`src/rtl/spf_pkg.sv`:
```
`timescale 1ns / 1ps
// ----------------------------------------------------------------------------
// spf_pkg - stepper position follower shared definitions
// Direction codes, register indexes, reset constants, the half-step coil
// table and the divide-by-ten used to refill the ramp wait.
// ----------------------------------------------------------------------------
package spf_pkg;

    localparam int POS_BITS_DEF = 16;   // default position register width
    localparam int TGT_W        = 16;   // target / reported position width
    localparam int RAMP_W       = 7;    // ramp level and wait width
    localparam int STBY_W       = 16;   // standby counter width
    localparam int PHASE_W      = 3;    // half-step phase width
    localparam int COIL_W       = 4;    // one bit per coil
    localparam int CFG_DATA_W   = 16;   // widest register
    localparam int IN_TDATA_W   = 24;   // 17 payload bits padded to bytes
    localparam int OUT_TDATA_W  = 24;   // 22 payload bits padded to bytes

    localparam logic [STBY_W-1:0] STANDBY_RESET = STBY_W'(500);

    // level / 10 for a 7-bit level: (x * 205) >> 11 is exact below 1029
    localparam int RAMP_DIV   = 10;
    localparam int DIV_SHIFT  = 11;
    localparam int DIV_MUL    = ((1 << DIV_SHIFT) + RAMP_DIV - 1) / RAMP_DIV;
    localparam int DIV_PROD_W = DIV_SHIFT + RAMP_W;

    typedef enum logic [1:0] {
        DIR_DOWN = 2'd0,
        DIR_UP   = 2'd1,
        DIR_STOP = 2'd2
    } t_dir;

    typedef enum logic [0:0] {
        CFG_ACCEL_START   = 1'b0,
        CFG_STANDBY_TICKS = 1'b1
    } t_cfg_idx;

    // coil bit positions
    localparam int COIL_A = 0;
    localparam int COIL_B = 1;
    localparam int COIL_C = 2;
    localparam int COIL_D = 3;

    function automatic logic [RAMP_W-1:0] f_div10(input logic [RAMP_W-1:0] x);
        logic [DIV_PROD_W-1:0] prod;
        prod = DIV_PROD_W'(x) * DIV_PROD_W'(DIV_MUL);
        return prod[DIV_SHIFT +: RAMP_W];
    endfunction

    // Half-step sequence: each phase sets or clears a single coil.
    function automatic logic [COIL_W-1:0] f_coil_step(
        input logic [PHASE_W-1:0] phase,
        input logic [COIL_W-1:0]  coils
    );
        logic [COIL_W-1:0] c;
        c = coils;
        case (phase)
            3'd0:    c[COIL_C] = 1'b1;
            3'd1:    c[COIL_D] = 1'b0;
            3'd2:    c[COIL_B] = 1'b1;
            3'd3:    c[COIL_C] = 1'b0;
            3'd4:    c[COIL_A] = 1'b1;
            3'd5:    c[COIL_B] = 1'b0;
            3'd6:    c[COIL_D] = 1'b1;
            default: c[COIL_A] = 1'b0;
        endcase
        return c;
    endfunction

endpackage

```
`src/rtl/stepper_position_follower.sv`:
```
`timescale 1ns / 1ps
// ----------------------------------------------------------------------------
// stepper_position_follower - half-step unipolar stepper axis with ramp
// Moves the axis one half step per tick at most toward the requested target,
// with a start ramp after each direction change and coil standby at target.
// ----------------------------------------------------------------------------
//
//  channel   | dir | handshake                | contents
//  ----------+-----+--------------------------+-----------------------------
//  s_axis    | in  | tvalid/tready            | one tick request
//  m_axis    | out | tvalid/tready            | one result per request
//  cfg       | in  | i_cfg_we (no handshake)  | accel_start, standby_ticks
//
//  Flow: one request per clock while results are taken; a request is first
//  held in the input register, the tick is evaluated there and its result
//  then lands in the output register, from which the receiver takes it.
//  Reset (synchronous, i_rst_n low): axis state, registers and both stage
//  valids clear; accel_start = 0, standby_ticks = 500.
//  Stalls: a stalled output holds its result while the input register still
//  takes one more request; tready drops only when both stages are full.
//  Config writes are expected only while no request is in flight.
//
module stepper_position_follower #(
    parameter int POS_BITS = spf_pkg::POS_BITS_DEF
) (
    input  logic                               i_clk,
    input  logic                               i_rst_n,
    // request: [15:0] target_position, [16] axis_enable, [23:17] zero
    input  logic                               i_s_axis_tvalid,
    output logic                               o_s_axis_tready,
    input  logic [spf_pkg::IN_TDATA_W-1:0]     i_s_axis_tdata,
    // result: [3:0] coil_drive, [19:4] position, [20] stepped,
    //         [21] at_target, [23:22] zero
    output logic                               o_m_axis_tvalid,
    input  logic                               i_m_axis_tready,
    output logic [spf_pkg::OUT_TDATA_W-1:0]    o_m_axis_tdata,
    // configuration write port
    input  logic                               i_cfg_we,
    input  spf_pkg::t_cfg_idx                  i_cfg_idx,
    input  logic [spf_pkg::CFG_DATA_W-1:0]     i_cfg_wdata
);
    import spf_pkg::*;

    // compare width: wide enough for the position and the 16-bit target
    localparam int CMP_W = (POS_BITS > TGT_W) ? POS_BITS : TGT_W;

    // configuration
    logic [RAMP_W-1:0]   r_accel_start;
    logic [STBY_W-1:0]   r_standby_ticks;

    // input stage
    logic                r_in_valid;
    logic [TGT_W-1:0]    r_in_tgt;
    logic                r_in_en;

    // output stage
    logic                r_out_valid;
    logic [COIL_W-1:0]   r_out_coil;
    logic [TGT_W-1:0]    r_out_pos;
    logic                r_out_stepped;
    logic                r_out_at_target;

    // axis state
    logic [POS_BITS-1:0] r_pos,     n_pos;
    logic [PHASE_W-1:0]  r_phase,   n_phase;
    t_dir                r_dir,     n_dir;
    logic [RAMP_W-1:0]   r_lvl,     n_lvl;
    logic [RAMP_W-1:0]   r_wait,    n_wait;
    logic [STBY_W-1:0]   r_standby, n_standby;
    logic [COIL_W-1:0]   r_coil,    n_coil;

    logic                w_adv;     // input stage moves into output stage
    logic                w_step;
    logic                w_at;
    t_dir                w_want;
    logic signed [CMP_W-1:0] w_pos_x;
    logic signed [CMP_W-1:0] w_tgt_x;
    logic [31:0]         w_pos_z;

    assign w_adv           = !r_out_valid || i_m_axis_tready;
    assign o_s_axis_tready = !r_in_valid || w_adv;

    // position is sign-extended for the compare, reported zero-extended
    assign w_pos_x = CMP_W'(signed'(r_pos));
    assign w_tgt_x = CMP_W'(signed'(r_in_tgt));
    assign w_pos_z = 32'(r_pos);

    // ---------------------------------------------------------------------
    // tick evaluation on the registered request
    // ---------------------------------------------------------------------
    always_comb begin
        n_pos     = r_pos;
        n_phase   = r_phase;
        n_dir     = r_dir;
        n_lvl     = r_lvl;
        n_wait    = r_wait;
        n_standby = r_standby;
        n_coil    = r_coil;
        w_step    = 1'b0;
        w_at      = 1'b0;
        w_want    = (w_pos_x > w_tgt_x) ? DIR_DOWN : DIR_UP;

        if (r_in_en) begin
            if (w_pos_x != w_tgt_x) begin
                n_standby = r_standby_ticks;
                // direction change restarts the ramp
                if (r_dir != w_want) begin
                    n_lvl = r_accel_start;
                    n_wait = r_accel_start;
                    n_dir = w_want;
                end
                if (n_lvl != '0) begin
                    if (n_wait != '0) begin
                        n_wait = n_wait - RAMP_W'(1);
                    end else begin
                        n_lvl = n_lvl - RAMP_W'(1);
                        n_wait = f_div10(n_lvl);
                        w_step = 1'b1;
                    end
                end else begin
                    w_step = 1'b1;
                end
                if (w_step) begin
                    n_coil = f_coil_step(r_phase, r_coil);
                    if (w_want == DIR_UP) begin
                        n_phase = r_phase + PHASE_W'(1);
                        n_pos = r_pos + POS_BITS'(1);
                    end else begin
                        n_phase = r_phase - PHASE_W'(1);
                        n_pos = r_pos - POS_BITS'(1);
                    end
                end
            end else begin
                // at target: count down standby, then release the coils
                w_at = 1'b1;
                n_dir = DIR_STOP;
                if (r_standby != '0) begin
                    n_standby = r_standby - STBY_W'(1);
                end
                if (n_standby == '0) begin
                    n_coil = '0;
                end
            end
        end
    end

    // configuration registers
    always_ff @(posedge i_clk) begin
        if (!i_rst_n) begin
            r_accel_start   <= '0;
            r_standby_ticks <= STANDBY_RESET;
        end else if (i_cfg_we) begin
            unique case (i_cfg_idx)
                CFG_ACCEL_START:   r_accel_start   <= i_cfg_wdata[RAMP_W-1:0];
                CFG_STANDBY_TICKS: r_standby_ticks <= i_cfg_wdata[STBY_W-1:0];
                default: ;
            endcase
        end
    end

    // input stage
    always_ff @(posedge i_clk) begin
        if (!i_rst_n) begin
            r_in_valid <= 1'b0;
        end else if (o_s_axis_tready) begin
            r_in_valid <= i_s_axis_tvalid;
        end
    end

    always_ff @(posedge i_clk) begin
        if (o_s_axis_tready && i_s_axis_tvalid) begin
            r_in_tgt <= i_s_axis_tdata[TGT_W-1:0];
            r_in_en  <= i_s_axis_tdata[TGT_W];
        end
    end

    // axis state and output valid
    always_ff @(posedge i_clk) begin
        if (!i_rst_n) begin
            r_out_valid <= 1'b0;
            r_pos       <= '0;
            r_phase     <= '0;
            r_dir       <= DIR_DOWN;
            r_lvl       <= '0;
            r_wait      <= '0;
            r_standby   <= '0;
            r_coil      <= '0;
        end else if (w_adv) begin
            r_out_valid <= r_in_valid;
            if (r_in_valid) begin
                r_pos     <= n_pos;
                r_phase   <= n_phase;
                r_dir     <= n_dir;
                r_lvl     <= n_lvl;
                r_wait    <= n_wait;
                r_standby <= n_standby;
                r_coil    <= n_coil;
            end
        end
    end

    // result payload
    always_ff @(posedge i_clk) begin
        if (w_adv && r_in_valid) begin
            r_out_coil      <= n_coil;
            r_out_pos       <= 16'(32'(n_pos));
            r_out_stepped   <= w_step;
            r_out_at_target <= w_at;
        end
    end

    assign o_m_axis_tvalid = r_out_valid;
    assign o_m_axis_tdata  = {2'b00, r_out_at_target, r_out_stepped, r_out_pos, r_out_coil};

    // ---------------------------------------------------------------------
    // assertions
    // ---------------------------------------------------------------------
    a_step_xor_target: assert property (@(posedge i_clk) disable iff (!i_rst_n)
        r_out_valid |-> !(r_out_stepped && r_out_at_target))
        else $error("step and at-target in one result");

    a_stop_at_target: assert property (@(posedge i_clk) disable iff (!i_rst_n)
        (r_out_valid && r_out_at_target) |-> (r_dir == DIR_STOP))
        else $error("direction not stopped at target");

    a_standby_off: assert property (@(posedge i_clk) disable iff (!i_rst_n)
        (r_out_valid && r_out_at_target && r_standby == '0) |-> (r_out_coil == '0))
        else $error("coils still driven after standby expired");

    a_step_moves: assert property (@(posedge i_clk) disable iff (!i_rst_n)
        (w_adv && r_in_valid && w_step) |=> (r_pos != $past(r_pos)))
        else $error("step without position change");

    a_report_pos: assert property (@(posedge i_clk) disable iff (!i_rst_n)
        r_out_valid |-> (r_out_pos == w_pos_z[TGT_W-1:0]))
        else $error("reported position differs from state");

    a_ready_full: assert property (@(posedge i_clk) disable iff (!i_rst_n)
        !o_s_axis_tready |-> (r_in_valid && r_out_valid))
        else $error("request blocked with a free stage");

endmodule

```
`config.mk`:
```
export PLATFORM = sky130hd
export DESIGN_NAME = stepper_position_follower
export DESIGN_NICKNAME = d
export VERILOG_FILES = /design/src/rtl/spf_pkg.sv /design/src/rtl/stepper_position_follower.sv
export SDC_FILE = /design/constraint.sdc
export NUM_CORES = 1
export LEC_CHECK = 0
export BUFFER_PORTS_ARGS = -buffer_cell sky130_fd_sc_hd__buf_2
export CORE_MARGIN = 3
export CORE_UTILIZATION = 45
export DETAILED_ROUTE_END_ITERATION = 7
export PLACE_DENSITY_LB_ADDON = 0.05
export RECOVER_POWER = 50
export SYNTH_ARGS = -nofsm -noshare
export SYNTH_HDL_FRONTEND = slang
export SYNTH_SLANG_ARGS = --single-unit
```
`constraint.sdc`:
```
create_clock -name i_clk -period 6.7 [get_ports i_clk]
set_clock_uncertainty 0.2 [all_clocks]
set_input_delay 1.34 -clock i_clk [delete_from_list [all_inputs] [get_ports i_clk]]
set_output_delay 1.34 -clock i_clk [all_outputs]
set_load 0.05 [all_outputs]
```
==> results of run 1 <==
-- metrics by stage --
stage	instances	setup WS (ns)
global route	1288	-0.1794
global placement	1246	-0.09530
detailed placement	1246	-0.1102
floorplan	941	0.0001879
CTS	1282	0.002121
finish	1288	0.1218
-- layer usage --
layer	vias up	share of wire, %	wire [um]
met3	19	3.7	776
li1	3608	-	-
met4	0	1.5	315
met5	-	0	0
met1	3285	49	10140
met2	147	46	9500
-- cell families (layout without fill, tap and decap cells) --
logic type,count (synthesis),count (layout)
buf+inv,107,229
other cells,1,2
mux,22,22
flops,119,119
compound gates,245,245
fa+ha+maj,80,80
xor+xnor,29,29
simple gates,337,337
-- cell type report --
type	count	area, um^2
clock buffer	19	442.9
sequential	119	2773
timing repair buffer	136	827.0
multi-input combinational	715	5132
inverter	61	231.5
fill	1636	7513
clock inverter	13	155.1
tap	225	281.5
-- where the power goes --
part / switching (W) / internal, W / total (W)
clock: 0.000333 / 0.000591 / 0.000924
combinational: 0.00120 / 0.000981 / 0.00218
sequential: 0.0000405 / 0.000809 / 0.000850
-- flip-flops by register name (all words and copies together), names as in the netlist, 2 cells and up --
signal,flops
r_phase,3
r_lvl,7
r_out_coil,4
r_out_pos,16
r_coil,4
r_wait,7
r_standby,16
r_accel_start,7
r_standby_ticks,16
r_dir,2
r_in_tgt,16
r_pos,16
-- how the worst max path moves through the flow --
stage | from | to | cells past startpoint
after floorplan | r_in_tgt[10] | r_wait[3] | 29
after global placement | r_in_tgt[15] | r_wait[1] | 32
after detailed placement | r_in_tgt[15] | r_wait[1] | 32
final | r_in_tgt[7] | r_wait[3] | 27
after CTS | r_in_tgt[0] | r_wait[3] | 27
after global routing | r_in_tgt[13] | r_wait[1] | 30
-- worst min-delay path, stage by stage (launching register included) --
cell and delay, ns:
dfxtp_1 0.31, nand2_1 0.05, a21oi_1 0.05
-- synthesized netlist by cell type (4+ instances only) --
cell / instances
a22oi_1: 4
or4_1: 4
o22ai_1: 4
clkbuf_1: 34
nor3_1: 22
a31oi_1: 11
xnor2_1: 18
a21oi_1: 78
buf_4: 6
or3_1: 13
nor2_1: 72
nand4_1: 13
nand2_1: 114
dfxtp_1: 80
nor4_1: 4
nand2b_1: 7
o21ai_0: 54
a21boi_0: 6
and3_1: 6
inv_1: 60
a211oi_1: 15
mux2_2: 6
fa_1: 9
a21o_1: 7
o31ai_1: 14
nand3b_1: 4
nor2b_1: 9
nand3_1: 31
mux2i_1: 14
o211ai_1: 5
or2_2: 5
o21a_1: 4
and2_1: 20
ha_1: 71
xor2_1: 11
a311oi_1: 4
edfxtp_1: 39
-- timing repair --
action,in CTS,in global routing
setup buffers,4,6
pin swaps,10,28
setup endpoints to repair,4,4
resized for setup,7,45
endpoints found under the hold margin,0,0
==> metrics.md, run 1 <==
| Metric | Value |
|---|---|
| Seq/Total Area, Yosys | `34.61%` |
| Clk root buf | `clkbuf_16` |
| Nets | `1176` |
| Register bit total from synthesis | `119` |
| Total negative setup slack | `0 ns` |
| Antenna-violating nets left | `0` |
| Arrival time at the worst endpoint | `6.73 ns` |
| Most used cell along the critical path | `ha_1` |
| Met3 Resource Use GR | `3.608%` |
| Synth Area in Adders | `13.34%` |
| Dpl hpwl | `15010 um` |
| Most frequent cells in the layout | `113 x nand2_1, 80 x dfxtp_1, 74 x a21oi_1` |
| Simple-Gate Fraction of Synth Area | `20.56%` |
| DRT Wirelength | `20740 um` |
| First-pass GRT wire length | `33750 um` |
| IO Port Bufs | `62` |
| Largest family of logic cells by synthesized area | `simple AND/OR/NAND/NOR gates` |
| Layout Utilization | `56.71%` |
| Area growth, synth to finish | `22.88%` |
| Compound-cell area share of the yosys netlist | `19.82%` |
| Main synth FF type | `dfxtp_1` |
| Ant. Diodes | `0` |
| Synth top area share | `19.99%` |
| WHS | `0.2575 ns` |
| XOR/XNOR Fraction of Synth Area | `3.171%` |
| Crit path buf inv count | `3` |
| Most common cell after layout, fill and taps aside | `nand2_1` |
| Reg2reg start | `r_in_tgt[7]` |
| Drt pass-1 iters | `5` |
| Synth cell types | `81` |
| RSZ-0062 raised after global routing | `yes` |
| Die area | `19440 um^2` |
| TritonCTS buffer count | `17` |
| Initial antenna violation count | `0` |
| Core area | `17360 um^2` |
| GR Layer Usage met2 | `34.78%` |
| CTS tree | `done` |
| Finished layout cell area | `9843 um^2` |
| CP max FO | `4` |
| Reg2reg setup slack | `0.12 ns` |
| Slew Limit Fails | `70` |
| Final Cycle Share | `98.18%` |
| Max VDD drop | `0.3559 mV` |
| Fmax | `152.0 MHz` |
| Vias per cell | `5.481` |
| Final hold vios | `0` |
| Share of cells above drive strength 1 | `20.04%` |
| Die Span X | `139.4 um` |
| Total power | `0.003952 W` |
| CP Class | `reg2reg` |
| Number of setup violations in the final report | `0` |
| Mapped Area | `8010 um^2` |
| Pwr Density | `401.5 nW/um^2` |
| CTS Hold Bufs | `0` |
| CP max stage delay | `0.50 ns` |
| Slew HR | `-43.59%` |
| Chip height | `139.4 um` |
| Clock slew at reported path FFs | `0.06 ns` |
| Violated checks | `capacitance limit, slew limit` |
| Largest net degree at the start of global routing | `42` |
| DRC | `0` |
| Placed cell area | `8921 um^2` |
| Met1 Usage GRT | `28.76%` |
| Synth warnings | `0` |
| Worst Max-Slew Pin Slew | `2.154 ns` |
| GRT busiest layer | `met2` |
| Post-layout min period | `6.578 ns` |
| Top Family by Delay on Critical Path | `compound AO/OA/AOI/OAI gates` |
| Grt ovf | `0` |
| Startpoint class of the critical path | `flip-flop` |
| CP required | `6.85 ns` |
| Worst reg2reg path depth | `27` |
| Max_cap viols | `2` |
| Multiplexer area fraction after synthesis | `3.015%` |
| RD Place Congestion | `0.8674` |
| Clock Latency Late Sink | `0.42 ns` |
| Hold path start | `r_coil[3]` |
| R2R Path End | `r_wait[3]` |
| Post-Syn Instances | `940` |
| Worst path slowest cell | `o41a_1` |
| Via count | `7059` |
| Hold Crit Class | `reg2reg` |
| Clk buf depth | `2` |
| Hold EP | `r_coil[3]` |
| CTS sink cnt | `119` |
| Post-synth top area cell | `dfxtp_1` |
| Hold Crit Depth | `2` |
| Starting Density | `46.15%` |
| Avg Inst Size Synth | `8.521 um^2` |
| Largest cells by area after synthesis | `dfxtp_1 20%, edfxtp_1 15%, ha_1 11%` |
| Boundary Pins | `72` |
| WL per Instance | `16.10 um` |
| Post-synth EDFFs | `39` |
| H-tree levels | `4` |
| Outcome | `finished, violations left` |
| Crit. End Element | `flip-flop` |
| FFs w/ async S/R, synth | `0%` |
| Vias in the first global route | `6870` |
| Leak | `4.111 nW` |
| Site Rows | `48` |
| GRT Util Overall | `21.23%` |
| 1st-iter DRT viols | `380` |
No activity file was read; power rests on OpenSTA's default activity.
==> run 2, diff against run 1 <==
==> constraint.sdc (replaced) <==
create_clock -name i_clk -period 6.7 [get_ports i_clk]
set_clock_uncertainty 0.2 [all_clocks]
set_input_delay 0 -clock i_clk [delete_from_list [all_inputs] [get_ports i_clk]]
set_output_delay 0 -clock i_clk [all_outputs]
set_load 0.05 [all_outputs]
==> metrics.md, run 2 (same netlist as run 1, synthesis figures left out) <==
| Metric | Value |
|---|---|
| Outcome | `finished, violations left` |
| Violated checks | `capacitance limit, slew limit` |
| First-pass GRT wire length | `36180 um` |
| CP required | `6.81 ns` |
| Startpoint class of the critical path | `flip-flop` |
| Top Family by Delay on Critical Path | `adder cells` |
| Final Non-Filler Cells | `1327` |
| Most frequent cells in the layout | `112 x nand2_1, 79 x dfxtp_1, 75 x a21oi_1` |
| Clk buf depth | `2` |
| Max_cap viols | `2` |
| Pwr Density | `397.9 nW/um^2` |
| Crit. End Element | `flip-flop` |
| Die Span X | `139.4 um` |
| Slew HR | `-91.99%` |
| Share of cells above drive strength 1 | `18.60%` |
| Vias in the first global route | `7058` |
| Filler cell count | `1559` |
| Worst path slowest cell | `fa_1` |
| Drt pass-1 iters | `5` |
| Area growth, synth to finish | `28.30%` |
| Boundary Pins | `72` |
| TritonCTS buffer count | `17` |
| Most common cell after layout, fill and taps aside | `nand2_1` |
| Clock slew at reported path FFs | `0.06 ns` |
| Final Cycle Share | `97.23%` |
| Multi-input logic area | `5162 um^2` |
| DRC | `0` |
| Worst Max-Slew Pin Slew | `2.880 ns` |
| Core area | `17360 um^2` |
| Max VDD drop | `0.4005 mV` |
| IO Port Bufs | `62` |
| Dpl hpwl | `15170 um` |
| Post-layout min period | `6.514 ns` |
| CP max FO | `4` |
| H-tree levels | `4` |
| Leak | `4.283 nW` |
| Antenna-violating nets left | `0` |
| Sequential cell area | `2774 um^2` |
| DP Worst Slack | `-0.003086 ns` |
| CTS tree | `done` |
| Hold Crit Class | `in2reg` |
| Initial antenna violation count | `0` |
| Clock Latency Late Sink | `0.43 ns` |
| RD Place Congestion | `0.8926` |
| Starting Density | `46.15%` |
| Fmax | `153.5 MHz` |
| Number of setup violations in the final report | `0` |
| Chip height | `139.4 um` |
| CP Class | `reg2reg` |
| CP max stage delay | `0.51 ns` |
| Largest net degree at the start of global routing | `57` |
| WL per Instance | `16.47 um` |
| Grt ovf | `0` |
| CTS sink cnt | `119` |
| Die area | `19440 um^2` |
| Slew Limit Fails | `87` |
| Worst setup margin | `0.1859 ns` |
| Clk root buf | `clkbuf_16` |
| Vias per cell | `5.483` |
| Final hold vios | `0` |
| Site Rows | `48` |
| Layout Utilization | `59.21%` |
| DRT Wirelength | `21850 um` |
| GRT Util Overall | `22.67%` |
| Via count | `7276` |
| Nets | `1215` |
| 1st-iter DRT viols | `465` |
| Crit path buf inv count | `8` |
| Ant. Diodes | `0` |
| Arrival time at the worst endpoint | `6.62 ns` |
| DP Cell Count | `1243` |
## run 2: worst paths after layout
check	from	end	slack, ns	cells past startpoint
min	i_cfg_idx	r_standby_ticks[15]	0.02	4
max	r_in_tgt[3]	r_wait[1]	0.19	32
min reg2reg	r_dir[1]	r_dir[1]	0.26	2
max reg2reg	r_in_tgt[3]	r_wait[1]	0.19	32
## run 2: timing repair
action	in CTS	in global routing
pin swaps	0	29
setup buffers	1	5
resized for setup	2	50
hold buffers	46	0
hold endpoints to repair	59	0
setup endpoints to repair	2	4
## run 2: per-stage QoR
| step | TNS, ns | total power (W) | instance area, um^2 | hold WS, ns |
|---|---|---|---|---|
| 2_1_floorplan | 0 | 0.002170 | 8065 | -0.1011 |
| 4_1_cts | 0 | 0.003626 | 9976 | 0.003949 |
| 3_3_place_gp | 0 | 0.002677 | 8899 | -0.02053 |
| 6_report | 0 | 0.004090 | 10280 | 0.02181 |
| 3_5_place_dp | -0.003086 | 0.002674 | 8899 | -0.02191 |
| 5_1_grt | -0.2215 | 0.004427 | 10280 | 0.06542 |
## run 2: report_power, final
group          internal (W)  switching [W]  leakage [nW]
logic               0.00107        0.00126          2.96
clock network      0.000552       0.000361         0.297
registers          0.000809      0.0000411          1.03
## run 2: tightest hold or removal path: stages
cell and delay, ns:
buf_2 0.11, and2_1 0.30, nand2_1 0.14, a21oi_1 0.05
## run 2: layout make-up
type                            count  area share, %
Inverter                           61          2.252
Clock buffer                       21          5.004
Sequential cell                   119          26.99
Tap cell                          225          2.739
Timing Repair Buffer              175          12.00
Multi-Input combinational cell    715          50.23
Clock inverter                     11         0.7792
## run 2: metal layers
layer / vias up / global-route usage (%) / wire length [um]
li1: 3693 / - / -
met1: 3412 / 30.70 / 10560
met2: 141 / 37.51 / 10230
met3: 30 / 3.918 / 759
met4: 0 / 6.179 / 299
met5: - / 0 / 0
==> run 3, diff against run 2 <==
PLACE_DENSITY = 0.66   (was not set)
PLACE_DENSITY_LB_ADDON = not set   (was 0.05)
==> metrics.md, run 3 (same netlist as run 1, synthesis figures left out) <==
| Metric | Value |
|---|---|
| Outcome | `finished, violations left` |
| Violated checks | `capacitance limit, slew limit` |
| Slew Limit Fails | `34` |
| Initial antenna violation count | `0` |
| DP Worst Slack | `-0.1458 ns` |
| Clk buf depth | `2` |
| Post-layout min period | `6.690 ns` |
| GRT Util Overall | `21.55%` |
| Nets | `1205` |
| Pwr Density | `391.3 nW/um^2` |
| Starting Density | `46.15%` |
| Via count | `7271` |
| First-pass GRT wire length | `34610 um` |
| RSZ-0062 raised after global routing | `yes` |
| DRT Wirelength | `21270 um` |
| 1st-iter DRT viols | `421` |
| Fmax | `149.5 MHz` |
| Boundary Pins | `72` |
| Slew HR | `-18.71%` |
| Core area | `17360 um^2` |
| Worst path slowest cell | `o41a_1` |
| DP Cell Count | `1226` |
| CTS tree | `done` |
| Site Rows | `48` |
| Vias in the first global route | `7016` |
| RD Place Congestion | `0.9544` |
| Number of setup violations in the final report | `0` |
| Vias per cell | `5.521` |
| Crit. End Element | `flip-flop` |
| CTS sink cnt | `119` |
| CP max stage delay | `0.56 ns` |
| CP required | `6.85 ns` |
| Grt ovf | `0` |
| Most common cell after layout, fill and taps aside | `nand2_1` |
| Share of cells above drive strength 1 | `17.67%` |
| Arrival time at the worst endpoint | `6.84 ns` |
| Max VDD drop | `0.3396 mV` |
| H-tree levels | `4` |
| Area growth, synth to finish | `25.88%` |
| Ant. Diodes | `0` |
| DRC | `0` |
| Worst Max-Slew Pin Slew | `1.781 ns` |
| WL per Instance | `16.15 um` |
| Largest net degree at the start of global routing | `34` |
| Leak | `4.219 nW` |
| CP Class | `reg2reg` |
| Drt pass-1 iters | `5` |
| Total negative setup slack | `0 ns` |
| Final hold vios | `0` |
| Antenna-violating nets left | `0` |
| Dpl hpwl | `14830 um` |
| Startpoint class of the critical path | `flip-flop` |
| Hold Crit Class | `in2reg` |
| Clock slew at reported path FFs | `0.06 ns` |
| Die Span X | `139.4 um` |
| WHS | `0.01562 ns` |
| Most used cell along the critical path | `inv_1` |
| Most frequent cells in the layout | `112 x nand2_1, 79 x dfxtp_1, 74 x a21oi_1` |
| IO Port Bufs | `62` |
| Die area | `19440 um^2` |
| Clk root buf | `clkbuf_16` |
| Final Non-Filler Cells | `1317` |
| Max_cap viols | `1` |
| TritonCTS buffer count | `17` |
| Final Cycle Share | `99.85%` |
| Chip height | `139.4 um` |
| CP max FO | `5` |
| Worst setup margin | `0.01007 ns` |
| Clock Latency Late Sink | `0.42 ns` |
[run 3: cell type report]
type	instances	area [um^2]
repair buffers	165	1160
fillers	1556	7273
flip-flops and latches	119	2774
clock buffers	21	450.4
well taps	225	281.5
inverters	61	229.0
multi-input cells	715	5042
clock inverters	11	146.4
[run 3: worst paths after layout]
check | cells past startpoint | startpoint | to | slack (ns)
min | 4 | i_cfg_we | r_accel_start[5] | 0.02
min reg2reg | 2 | r_standby_ticks[11] | r_standby_ticks[11] | 0.26
max | 28 | r_in_tgt[10] | r_wait[3] | 0.01
max reg2reg | 28 | r_in_tgt[10] | r_wait[3] | 0.01
[run 3: where the power goes]
part	total [W]	internal, W	switching [W]
combinational	0.00216	0.000943	0.00122
sequential	0.000852	0.000809	0.0000428
clock	0.000934	0.000596	0.000338
total	0.00395	0.00235	0.00160
[run 3: routing by layer]
layer  share of wire (%)  global-route usage (%)  vias to the layer above
li1                    -                       -                     3656
met1                  47                   28.71                     3412
met2                  48                   36.26                      173
met3                 4.2                   3.952                       30
met4                 1.3                   5.510                        0
met5                   0                       0                        -
[run 3: critical path, delay by kind of cell, from the launching register on]
kind | cells | cell delay (ns)
AOI/OAI and AO/OA | 7 | 2.14
xor gates and xnor gates | 1 | 0.25
adders and majority gates | 7 | 2.13
buffers and inverters | 5 | 0.28
DFF | 1 | 0.32
muxes | 1 | 0.17
and+or+nand+nor | 7 | 1.08
[run 3: timing repair]
| item | in CTS | in global routing |
|---|---|---|
| setup buffers | 8 | 8 |
| gates resized for setup | 5 | 40 |
| endpoints found under the hold margin | 59 | 0 |
| pin swaps | 5 | 27 |
| hold buffers | 43 | 0 |
| setup endpoints to repair | 4 | 4 |
[run 3: per-stage QoR]
stage | instance area (um^2) | utilization, % | total power (W)
CTS | 9877 | 56.91 | 0.003608
global placement | 8771 | 50.53 | 0.002573
global route | 10080 | 58.10 | 0.004268
detailed placement | 8771 | 50.53 | 0.002606
floorplan | 8065 | - | 0.002170
finish | 10080 | 58.10 | 0.003946
